$ cat src/sv/cmm_store.sv
// element store for one matrix: one write port, one registered read port
module cmm_store #(
  parameter int DEPTH  = 64,
  parameter int DATA_W = 32
) (
  input  logic                     clk,
  input  logic                     we,
  input  logic [$clog2(DEPTH)-1:0] waddr,
  input  logic [DATA_W-1:0]        wdata,
  input  logic [$clog2(DEPTH)-1:0] raddr,
  output logic [DATA_W-1:0]        rdata
);

  logic [DATA_W-1:0] mem [DEPTH];

  always_ff @(posedge clk) begin
    if (we) begin
      mem[waddr] <= wdata;
    end
  end

  always_ff @(posedge clk) begin
    rdata <= mem[raddr];
  end

endmodule

$ cat config.mk
export PLATFORM = sky130hd
export DESIGN_NAME = cmm_store
export DESIGN_NICKNAME = d
export VERILOG_FILES = /design/src/sv/cmm_store.sv
export SDC_FILE = /design/constraint.sdc
export NUM_CORES = 2
export LEC_CHECK = 0
export BUFFER_PORTS_ARGS = -buffer_cell sky130_fd_sc_hd__buf_4
export CORE_ASPECT_RATIO = 1.25
export CORE_MARGIN = 4
export CORE_UTILIZATION = 55
export CTS_CLUSTER_SIZE = 16
export DETAILED_ROUTE_END_ITERATION = 6
export PLACE_DENSITY = 0.71
export SKIP_LAST_GASP = 1
export SLEW_MARGIN = 10
export SYNTH_ARGS = -nofsm -noshare
export SYNTH_HDL_FRONTEND = slang
export SYNTH_SLANG_ARGS = --single-unit
$ cat constraint.sdc
create_clock -name clk -period 5.46 [get_ports clk]
set_clock_uncertainty 0.1 [all_clocks]
set_input_delay 1.092 -clock clk [delete_from_list [all_inputs] [get_ports clk]]
set_output_delay 1.092 -clock clk [all_outputs]
set_load 0.005 [all_outputs]
Word-level counts from Yosys, hierarchy flattened
Memories as Yosys holds them, arrays and structs flattened. A register that Yosys moved wholly into a read port is not among the register bits.
Cells that the tools add are included.

word-level totals
  register bits = 0
  bits in writable memories = 2048
  output and inout port bits = 32
  logic and storage cells = 3
  memories = 1

memories
  memory  words  width  rd ports  clocked after memory_dff  write ports  line  RTL
  mem     64     32     1         1                         1            14    logic [DATA_W-1:0] mem [DEPTH];

cells by class
  multiplexer cells = 2

operators by type and width
  operator  count
  $mux 1    2

Logic depth before layout (Yosys ltp)
  depth in word-level cells = 2
  gate-level depth with buffers = 10
  gate-level depth less buffers = 5

Worst setup path after synthesis
No wires, ideal clock.

  path type = input to register
  from = input port waddr[3]
  to = memory mem[48][0], enable pin
  setup time = 0.461 ns
  arrival time = 3.791 ns
  required time = 4.899 ns
  setup slack = 1.108 ns
  cell stages on the path = 4
  cells stage by stage = clkbuf_1 -> nor2b_1 -> nand4b_1 -> nor3_1

RTL lines
  what         line  RTL
  from (decl)  8     input logic [$clog2(DEPTH)-1:0] waddr,
  to (decl)    14

No word-level cell before the write port.

==> results.txt <==
outcome: completed
Post-Syn Area: 0.0785 sq mm
Leak: 27.6 nW
Yosys reg bits: 2080
CP Capture Type: flip-flop
min-delay worst type: primary input to flip-flop
antenna violations before repair: 11
WL/cell: 35.2 microns
Post-DP HPWL: 113 mm
Net Sw Power: 6.78 mW
Worst EP required: 6.01 ns
number of nets in the layout: 3605
number of global-route vias before repair: 38300
Syn Nets: 3370
area leader, netlist: edfxtp_1
critical path class: primary input to flip-flop
number of synthesized flops with an enable pin: 2048
cell with the most instances after synthesis: edfxtp_1
CTS Sinks: 2080
clk_lat worst skew: 0.82 ns
top cells by area, synth: edfxtp_1 (78%), mux4_2 (16%), mux2i_1 (1.2%)
first-pass GRT wire length: 282 mm
CTS buffer count: 189
Slew Limit Fails: 0
fraction of layout cells with a size suffix above 1: 0.302
gp weighted congestion: 0.804
part of the power in registers: 0.545
# H-tree levels: 4
Hold Violations, Final: 0
worst reg2reg path depth: 4
ys async rst share: 0
Overall Power: 32.6 mW
Max FO, Critical Path: 59
synth unique cells: 34
Synth top cells by count: edfxtp_1 (2048), mux4_2 (544), nor2_1 (137), mux2i_1 (93), o22ai_1 (84)
largest vdd supply drop: 0.366 mV
Cells after Synth: 3324
DRT iter0 DRCs: 4942
critical path arrival: 4.07 ns
first-pass detailed-route iteration total: 5
WL final: 197 mm
Core ar.: 0.141 sq mm
worst hold margin: 0.661 ns
Power Internal: 25.8 mW
PostCTS Resize Cnt: 0
vias after detailed routing: 37300
yosys warns: 0
Most used DFF post-synth: edfxtp_1
Post-CTS Setup Inserts: 0
Worst setup SP type: primary input
CTS Hold Bufs: 0
PwrDens: 368 mW/mm^2
clock power share: 0.407
Slew HR: 0.194
FP Rows: 154
die area: 0.149 sq mm
Finish-stage setup viols: 0
top-area cell type share of the netlist area: 0.783
WHS Path Cells: 3
# Max-Cap Violations: 0
DRC Markers: 0
GRT Resource Usage Total: 0.268
fmax: 0.284 GHz
Tightest Pin Transition: 1.21 ns
Synth-to-Final Area Change: 12.9%
PortBufs: 77
CTS tree: built
clk slew on worst S/H paths: 0.06 ns
Sum Neg Setup Slack: 0 ns
CTS Buffer Depth: 3
starting density of the core: 0.555
Die W: 346 microns
period utilization: 0.644
crit path time final: 3.52 ns
sequential area share after synthesis: 0.791
Die Y: 430 microns
DR vias/cell: 6.67
Routed Antenna Nets: 0
syn_area_per_cell: 23.6 sq um
switching fraction of total power: 0.208
largest net degree at the start of global routing: 70
combinational power share: 0.049
Root Driver: clkbuf_16
global route total overflow: 0
io pins: 78
RSZ-0062 raised after global routing: no
[registers in the layout (all words and copies together), names as in the netlist]
name   count
mem     2048
rdata     32
[power by group through the flow]
stage	Clock, mW	Sequential (mW)	Combinational (mW)
after CTS	13.4	17.8	1.60
after detailed placement	0	18.1	1.59
after floorplan	0	18.0	0.860
after global routing	14.1	17.8	1.68
final	13.3	17.8	1.59
after global placement	0	18.1	1.55
[worst max-delay path, cell delays in order]
cell and delay (ns):
buf_8 0.49, buf_12 0.37, buf_4 0.28, mux4_2 0.33, mux4_2 0.53, o22ai_1 0.73, nor2_1 0.16
[layout by cell type, fill, tap and decap left out, drive strengths merged]
master and instances:
nand4 2, o221ai 27, or2 3, nor2b 15, a41o 4, edfxtp 2048
mux2i 93, nor3 7, nand3b 5, inv 10, clkbuf 244, clkinv 72
o22ai 84, o32ai 4, and2 2, bufinv 18, clkinvlp 7, a21oi 62
a311oi 8, or3b 5, dfxtp 32, or3 3, nor2 137, nand2b 8
mux4 544, nand3 5, a22oi 12, buf 226, nand2 26, and3 4
a31oi 1, diode 3, nand4b 1
[layer usage]
layer  vias up  share of wire  GRT usage
li1      14700              -          -
met1     19900           0.36      0.359
met2      2245           0.50      0.435
met3       387           0.11     0.0639
met4        12          0.040     0.0998
met5         -        0.00036          0
[per-stage QoR]
stage | utilization | setup slack (ns) | instance area (sq um) | std cells
finish | 0.627 | 1.94 | 88700 | 5594
global route | 0.627 | 1.96 | 88700 | 5591
CTS | 0.627 | 1.97 | 88700 | 5591
detailed placement | 0.583 | 1.09 | 82400 | 5240
global placement | 0.583 | 1.15 | 82400 | 5240
floorplan | - | 1.11 | 78500 | 3324
[worst paths after layout]
| kind | from | endpoint | slack [ns] |
|---|---|---|---|
| worst max-delay path | raddr[1] | rdata[11] | 1.94 |
| worst min-delay path | raddr[4] | rdata[21] | 0.66 |
| worst min register to register | mem[12][4] | rdata[4] | 0.69 |
| worst max register to register | mem[31][11] | rdata[11] | 2.93 |
[cell type report]
type	instances	area [sq um]
Antenna cell	3	7.51
Clock buffer	244	5140
Clock inverter	107	1110
Fill cell	9190	52800
Multi-Input combinational cell	1062	16000
Sequential cell	2080	62100
Tap cell	1872	2340
Timing Repair Buffer	226	1970
[cells by family (layout without fill, tap and decap cells)]
logic type	count (synthesis)	in the layout	share of synthesized area
compound gates	202	202	0.0167
simple gates	223	223	0.0127
buf+inv	182	577	0.0113
other cells	0	3	0
mux	637	637	0.168
flops	2080	2080	0.791
(Power assumes the default switching activity.)
