$ cat src/sv/cmm_pkg.sv
// shared types and constants of the complex matrix multiply block
package cmm_pkg;

  localparam int IDX_W   = 3;
  localparam int CFG_W   = 4;
  localparam int OUT_W   = 36;
  localparam int PADDR_W = 4;
  localparam int PDATA_W = 32;

  localparam logic [1:0] FUNC_LOAD_A  = 2'd0;
  localparam logic [1:0] FUNC_LOAD_B  = 2'd1;
  localparam logic [1:0] FUNC_REQUEST = 2'd2;

  localparam logic [1:0] REG_ROWS_OF_A  = 2'd0;
  localparam logic [1:0] REG_INNER_SIZE = 2'd1;
  localparam logic [1:0] REG_COLS_OF_B  = 2'd2;

  localparam logic STATUS_OK    = 1'b0;
  localparam logic STATUS_RANGE = 1'b1;

  localparam logic [CFG_W-1:0] SIZE_RESET = 4'd8;

  typedef enum logic [1:0] {
    ST_IDLE,
    ST_RUN,
    ST_OUT
  } cmm_state_t;

  typedef struct packed {
    logic clear;
    logic valid;
  } mac_ctrl_t;

endpackage

$ cat src/sv/cmm_mac.sv
// shared complex multiply-accumulate unit: product stage then accumulate stage
module cmm_mac #(
  parameter int ELEM_WIDTH = 16
) (
  input  logic                         clk,
  input  logic                         rst,
  input  cmm_pkg::mac_ctrl_t           ctrl,
  input  logic signed [ELEM_WIDTH-1:0] a_re,
  input  logic signed [ELEM_WIDTH-1:0] a_im,
  input  logic signed [ELEM_WIDTH-1:0] b_re,
  input  logic signed [ELEM_WIDTH-1:0] b_im,
  output logic                         busy,
  output logic [cmm_pkg::OUT_W-1:0]    acc_re,
  output logic [cmm_pkg::OUT_W-1:0]    acc_im
);

  import cmm_pkg::*;

  localparam int PW = 2 * ELEM_WIDTH;
  localparam int SW = (PW + 1 > OUT_W) ? PW + 1 : OUT_W;

  logic signed [PW-1:0] p_rr;
  logic signed [PW-1:0] p_ii;
  logic signed [PW-1:0] p_ri;
  logic signed [PW-1:0] p_ir;
  logic signed [SW-1:0] sum_re;
  logic signed [SW-1:0] sum_im;

  always_ff @(posedge clk) begin
    if (rst) begin
      busy <= 1'b0;
    end else if (ctrl.clear) begin
      busy <= 1'b0;
    end else begin
      busy <= ctrl.valid;
    end
  end

  always_ff @(posedge clk) begin
    if (ctrl.valid) begin
      p_rr <= a_re * b_re;
      p_ii <= a_im * b_im;
      p_ri <= a_re * b_im;
      p_ir <= a_im * b_re;
    end
  end

  assign sum_re = SW'(p_rr) - SW'(p_ii);
  assign sum_im = SW'(p_ri) + SW'(p_ir);

  // sums wrap at the output width
  always_ff @(posedge clk) begin
    if (ctrl.clear) begin
      acc_re <= '0;
      acc_im <= '0;
    end else if (busy) begin
      acc_re <= acc_re + sum_re[OUT_W-1:0];
      acc_im <= acc_im + sum_im[OUT_W-1:0];
    end
  end

endmodule

$ cat config.mk
export PLATFORM = sky130hd
export DESIGN_NAME = cmm_mac
export DESIGN_NICKNAME = d
export VERILOG_FILES = /design/src/sv/cmm_pkg.sv /design/src/sv/cmm_mac.sv
export SDC_FILE = /design/constraint.sdc
export NUM_CORES = 2
export LEC_CHECK = 0
export ABC_AREA = 0
export BUFFER_PORTS_ARGS = -buffer_cell sky130_fd_sc_hd__clkbuf_2
export CORE_MARGIN = 10
export CORE_UTILIZATION = 28
export DETAILED_ROUTE_END_ITERATION = 10
export PLACE_DENSITY = 0.4
export SLEW_MARGIN = 30
export SYNTH_ARGS = -nofsm -noshare
export SYNTH_HDL_FRONTEND = slang
export SYNTH_SLANG_ARGS = --single-unit
export TNS_END_PERCENT = 20
$ cat constraint.sdc
create_clock -name clk -period 16 [get_ports clk]
set_input_delay 3.2 -clock clk [delete_from_list [all_inputs] [get_ports clk]]
set_output_delay 3.2 -clock clk [all_outputs]
set_load 0.05 [all_outputs]
# Word-level counts from Yosys, hierarchy flattened
# Cells that the tools add are included.
dict set report word_totals {
  regBits 201
  output_inout_bits 73
  wordCells 16
}
dict set report op_classes {
  n_addsub 4
  mul 4
  reduce_logical 1
}
# cell count
set ops {}
lappend ops {{16-bit by 16-bit multiplier with 32-bit output} 4}
lappend ops {{36-bit adder} 2}
lappend ops {{32-bit by 32-bit adder with 33-bit output} 1}
lappend ops {{32-bit by 32-bit subtractor with 33-bit output} 1}
lappend ops {{2-bit OR reduction} 1}

# Logic depth before layout (Yosys ltp)
dict set report logic_depth {
  ltp_word 2
  depth_mapped 25
  ltp_nobuf 24
}

# Worst setup path after synthesis
# No wires, ideal clock.
dict set report synth_timing {
  kind {input -> register}
  start {input port a_re[15]}
  end {register p_ri[31], data pin}
  setup_ns 0.260
  arrival_ns 8.862
  slack_ns 6.878
  stages 21
  path_buffers 2
  cell_sequence {clkbuf_1 > nand2_1 > inv_1 > fa_1 > fa_1 > fa_1 > fa_1 > fa_1 > inv_1 > fa_1 > inv_1 > ha_1 > clkbuf_1 > a21o_1 > a2111oi_0 > o21bai_1 > a41oi_1 > o21ai_0 > a21o_1 > a21oi_1 > xnor2_1}
}
dict set report synth_between {
  elab_chain_len 1
}
# element line
set synth_lines {}
lappend synth_lines {{from (decl)} cmm_mac.sv:8} ;# input logic signed [ELEM_WIDTH-1:0] a_re,
lappend synth_lines {{16-bit by 16-bit multiplier with 32-bit output} cmm_mac.sv:43} ;# p_ri <= a_re * b_im;
lappend synth_lines {{to (signal assigned)} cmm_mac.sv:43}
lappend synth_lines {{to (decl)} cmm_mac.sv:24} ;# logic signed [PW-1:0] p_ri;
# Every way passes these cells.
# A chain may end at the register's enable or synchronous reset.

# Worst setup path after layout
dict set report layout_timing {
  start {input port b_re[1]}
  end {register p_rr[31], data pin}
}
dict set report layout_between {
  elab_chain_len 1
}
# element line
set layout_lines {}
lappend layout_lines {{from (decl)} cmm_mac.sv:10} ;# input logic signed [ELEM_WIDTH-1:0] b_re,
lappend layout_lines {{16-bit by 16-bit multiplier with 32-bit output} cmm_mac.sv:41} ;# p_rr <= a_re * b_re;
lappend layout_lines {{to (signal assigned)} cmm_mac.sv:41}
lappend layout_lines {{to (decl)} cmm_mac.sv:22} ;# logic signed [PW-1:0] p_rr;
# Every way passes these cells.

==> impl_metrics.env <==
export IMPL_dr_iter_0_viols=1809
export IMPL_post_route_drc_count=0
export IMPL_ctsHtreeMaxLevel=1
export IMPL_yosys_top_cells_area="sky130_fd_sc_hd__fa_1, sky130_fd_sc_hd__ha_1, sky130_fd_sc_hd__inv_1, sky130_fd_sc_hd__edfxtp_1, sky130_fd_sc_hd__and2_1"
export IMPL_outcome="finished, final reports clean"
export IMPL_required_worst_endpoint_ns=16.37
export IMPL_netlist_area_leader_share_pct=40.3
export IMPL_initial_core_util_pct=28.2
export IMPL_synthesis_nets=7232
export IMPL_max_clock_path_buffers=3
export IMPL_cts_root_buf="sky130_fd_sc_hd__clkbuf_16"
export IMPL_first_global_vias=40000
export IMPL_numCtsBuffers=31
export IMPL_yosys_most_used_dff="sky130_fd_sc_hd__edfxtp_1"
export IMPL_synthesis_area_um2=52300
export IMPL_setup_viol=0
export IMPL_ys_seq_area_share_pct=10.1
export IMPL_path_clk_slew_ns=0.05
export IMPL_maxCapViolCount=0
export IMPL_uppermost_signal_routing_layer_after_detailed_routing="met5"
export IMPL_post_cts_resized_instances=0
export IMPL_cpMostUsedCell="sky130_fd_sc_hd__fa_1"
export IMPL_count_of_final_hold_check_violations=0
export IMPL_crit_type="input pin to flop"
export IMPL_post_dp_hpwl_um=116000
export IMPL_skew_ns=0.0177
export IMPL_wl_met1_um=71600
export IMPL_clock_tree_from_tritoncts="built"
export IMPL_layout_nets=7225
export IMPL_layout_area_overhead_vs_synth_pct=8.12
export IMPL_hold_path_class="flop to flop"
export IMPL_routed_via_density=4.58
export IMPL_final_layout_size_suffix_gt1_share_pct=4.78
export IMPL_clock_sink_count=201
export IMPL_yosysUniqueCellTypes=94
export IMPL_insertion_delay_to_the_later_sink_of_the_worst_skew_pair_ns=0.64
export IMPL_routed_via_count=37300
export IMPL_chipHeight_um=452
export IMPL_synth_top_area_cell="sky130_fd_sc_hd__fa_1"
export IMPL_num_io_pins=141
export IMPL_yosys_reg_bits=201
export IMPL_grt_overflow_total=0
export IMPL_routed_wl_met2_um=67400
export IMPL_worst_slew_pin_slew_ns=0.985
export IMPL_drtAntennaViolNets=0
export IMPL_timing_critical_path_from_type="input pin"
export IMPL_unrepaired_setup_endpoints_after_global_routing="false"
export IMPL_final_core_util_pct=30.5
export IMPL_postCtsSetupBuffers=0
export IMPL_crit_path_top_delay_cell="sky130_fd_sc_hd__fa_1"
export IMPL_slew_viol_final=0
export IMPL_grt_max_degree=71
export IMPL_dieWidth_um=452
export IMPL_max_freq_mhz=101
export IMPL_holdWs_ns=0.485
export IMPL_mostFrequentLayoutCells="sky130_fd_sc_hd__inv_1, sky130_fd_sc_hd__fa_1, sky130_fd_sc_hd__nand2_1"
export IMPL_placement_io_buffers=140
export IMPL_synthesis_area_per_instance_um2=9.25
export IMPL_coreArea_um2=186000
export IMPL_ys_async_sr_fraction_pct=0
export IMPL_synth_warnings=0
export IMPL_final_period_utilization_pct=62.0
export IMPL_setup_tns_ns=0
export IMPL_synthesis_instances=5650
export IMPL_placement_rows=158
export IMPL_number_of_flops_mapped_to_enable_cells_by_yosys=128
export IMPL_slowest_delay_ns=0.91
export IMPL_period_minus_slack_ns=9.92
export IMPL_route_met3_wl_um=5550
export IMPL_cts_hold_buffers=0
export IMPL_setup_worst_path_end_class="flop"
export IMPL_wp_data_arrival_ns=10.29
export IMPL_final_common_cell="sky130_fd_sc_hd__inv_1"
export IMPL_stdcell_count=8151
export IMPL_detailedRoute_firstPassIterationCount=6
export IMPL_grt_pass1_wl_um=238000
export IMPL_slew_limit_headroom_pct=34.4
export IMPL_totalWireLength_um=147000
export IMPL_place_inst=8090
export IMPL_wire_per_inst_um=18.0
export IMPL_timing_critical_path_cells="clkbuf_2, nand2_1, inv_1, fa_1, fa_1, inv_1, fa_1, fa_1, inv_1, fa_1, inv_1, fa_1, inv_1, ha_1, nand2_1, nor3_1, nand3_1, a211oi_1, nor3_2, o21ai_1, nor3_2, o21bai_1, a21oi_1, xnor2_1"
export IMPL_crit_path_max_fanout=32
export IMPL_die_area_um2=204000
export IMPL_antenna_found_initial=17
export IMPL_place_gp_congestion=0.801
export IMPL_grt_util_all_layers_pct=14.7
[synth_stat cells, types with 5 or more instances]
| library cell | n |
|---|---|
| sky130_fd_sc_hd__o31ai_1 | 6 |
| sky130_fd_sc_hd__a21oi_1 | 189 |
| sky130_fd_sc_hd__nand2_1 | 565 |
| sky130_fd_sc_hd__o21bai_1 | 41 |
| sky130_fd_sc_hd__a211o_1 | 5 |
| sky130_fd_sc_hd__o21a_1 | 26 |
| sky130_fd_sc_hd__nand3_1 | 39 |
| sky130_fd_sc_hd__o21ai_1 | 18 |
| sky130_fd_sc_hd__a31oi_1 | 12 |
| sky130_fd_sc_hd__and3_1 | 20 |
| sky130_fd_sc_hd__nor2_1 | 218 |
| sky130_fd_sc_hd__o211ai_1 | 12 |
| sky130_fd_sc_hd__a2111oi_0 | 8 |
| sky130_fd_sc_hd__or3_1 | 8 |
| sky130_fd_sc_hd__nor2b_1 | 14 |
| sky130_fd_sc_hd__o21ai_0 | 110 |
| sky130_fd_sc_hd__ha_1 | 462 |
| sky130_fd_sc_hd__o22ai_1 | 5 |
| sky130_fd_sc_hd__a31o_2 | 5 |
| sky130_fd_sc_hd__nand4_1 | 21 |
| sky130_fd_sc_hd__a221oi_1 | 5 |
| sky130_fd_sc_hd__fa_1 | 1052 |
| sky130_fd_sc_hd__and4_1 | 8 |
| sky130_fd_sc_hd__and2_1 | 516 |
| sky130_fd_sc_hd__a211oi_1 | 31 |
| sky130_fd_sc_hd__nor3_1 | 50 |
| sky130_fd_sc_hd__a41oi_1 | 5 |
| sky130_fd_sc_hd__dfxtp_1 | 73 |
| sky130_fd_sc_hd__buf_2 | 5 |
| sky130_fd_sc_hd__buf_1 | 7 |
| sky130_fd_sc_hd__edfxtp_1 | 128 |
| sky130_fd_sc_hd__nor4_1 | 9 |
| sky130_fd_sc_hd__inv_1 | 1212 |
| sky130_fd_sc_hd__a21o_1 | 106 |
| sky130_fd_sc_hd__or2_2 | 7 |
| sky130_fd_sc_hd__nand2b_1 | 44 |
| sky130_fd_sc_hd__mux2i_1 | 43 |
| sky130_fd_sc_hd__clkbuf_1 | 210 |
| sky130_fd_sc_hd__or4_1 | 7 |
| sky130_fd_sc_hd__xor2_1 | 58 |
| sky130_fd_sc_hd__xnor2_1 | 196 |
| sky130_fd_sc_hd__o2111ai_1 | 5 |
[cell type report]
type                       instances  area, um^2
antenna                            4        10.0
clock buffer                      53         920
clock inverter                     4        22.5
fill                           19700      129000
inverter                        1212        4550
multi-input combinational       4014       41600
sequential                       201        5310
tap                             2480        3100
timing repair buffer             183        1030
[through the flow]
stage / setup slack, ns / cell area [um^2]
6_report: 6.08 / 56500
4_1_cts: 6.15 / 56500
3_3_place_gp: 5.52 / 55600
2_1_floorplan: 6.88 / 52300
3_5_place_dp: 5.49 / 55600
5_1_grt: 5.59 / 56500
[critical path: cells and delay by family]
kind,cells,cell delay (ns)
xor+xnor,1,0.13
compound gates,4,0.94
fa+ha+maj,7,3.80
simple gates,6,1.04
buf+inv,6,1.15
[flip-flops by register name, summed over array words and instances, names as in the netlist]
| name | flops |
|---|---|
| p_ri | 32 |
| acc_im | 36 |
| p_ii | 32 |
| p_rr | 32 |
| busy | 1 |
| p_ir | 32 |
| acc_re | 36 |
[cells by family (layout without fill, tap and decap cells)]
| kind of cell | count (synthesis) | after routing | share of synthesized area [%] |
|---|---|---|---|
| other | 0 | 4 | 0 |
| flip-flops | 201 | 201 | 10.1 |
| adder cells (fa/ha/maj) | 1514 | 1514 | 51.3 |
| AND/OR/NAND/NOR | 1546 | 1546 | 14.7 |
| AO/OA/AOI/OAI | 656 | 656 | 8.41 |
| XOR/XNOR | 254 | 254 | 4.25 |
| buffers and inverters | 1435 | 1452 | 10.3 |
| multiplexers | 44 | 44 | 0.845 |
[worst paths after layout]
check                  start          to  depth (start not counted)  slack (ns)
setup / recovery     b_re[1]    p_rr[31]                         24        6.08
hold / removal    acc_re[35]  acc_re[35]                          2        0.48
setup reg to reg     p_ri[0]  acc_im[35]                         21        9.98
hold reg to reg   acc_re[35]  acc_re[35]                          2        0.48
[routing by layer]
metal | track usage [%] | up-vias
met5 | 0 | -
met4 | 2.59 | 8
met3 | 1.56 | 96
met2 | 23.8 | 542
met1 | 21.3 | 19300
li1 | - | 17400
Power is not shown: default switching activity piles up to over one toggle a cycle in this logic, so the estimate is an artifact.
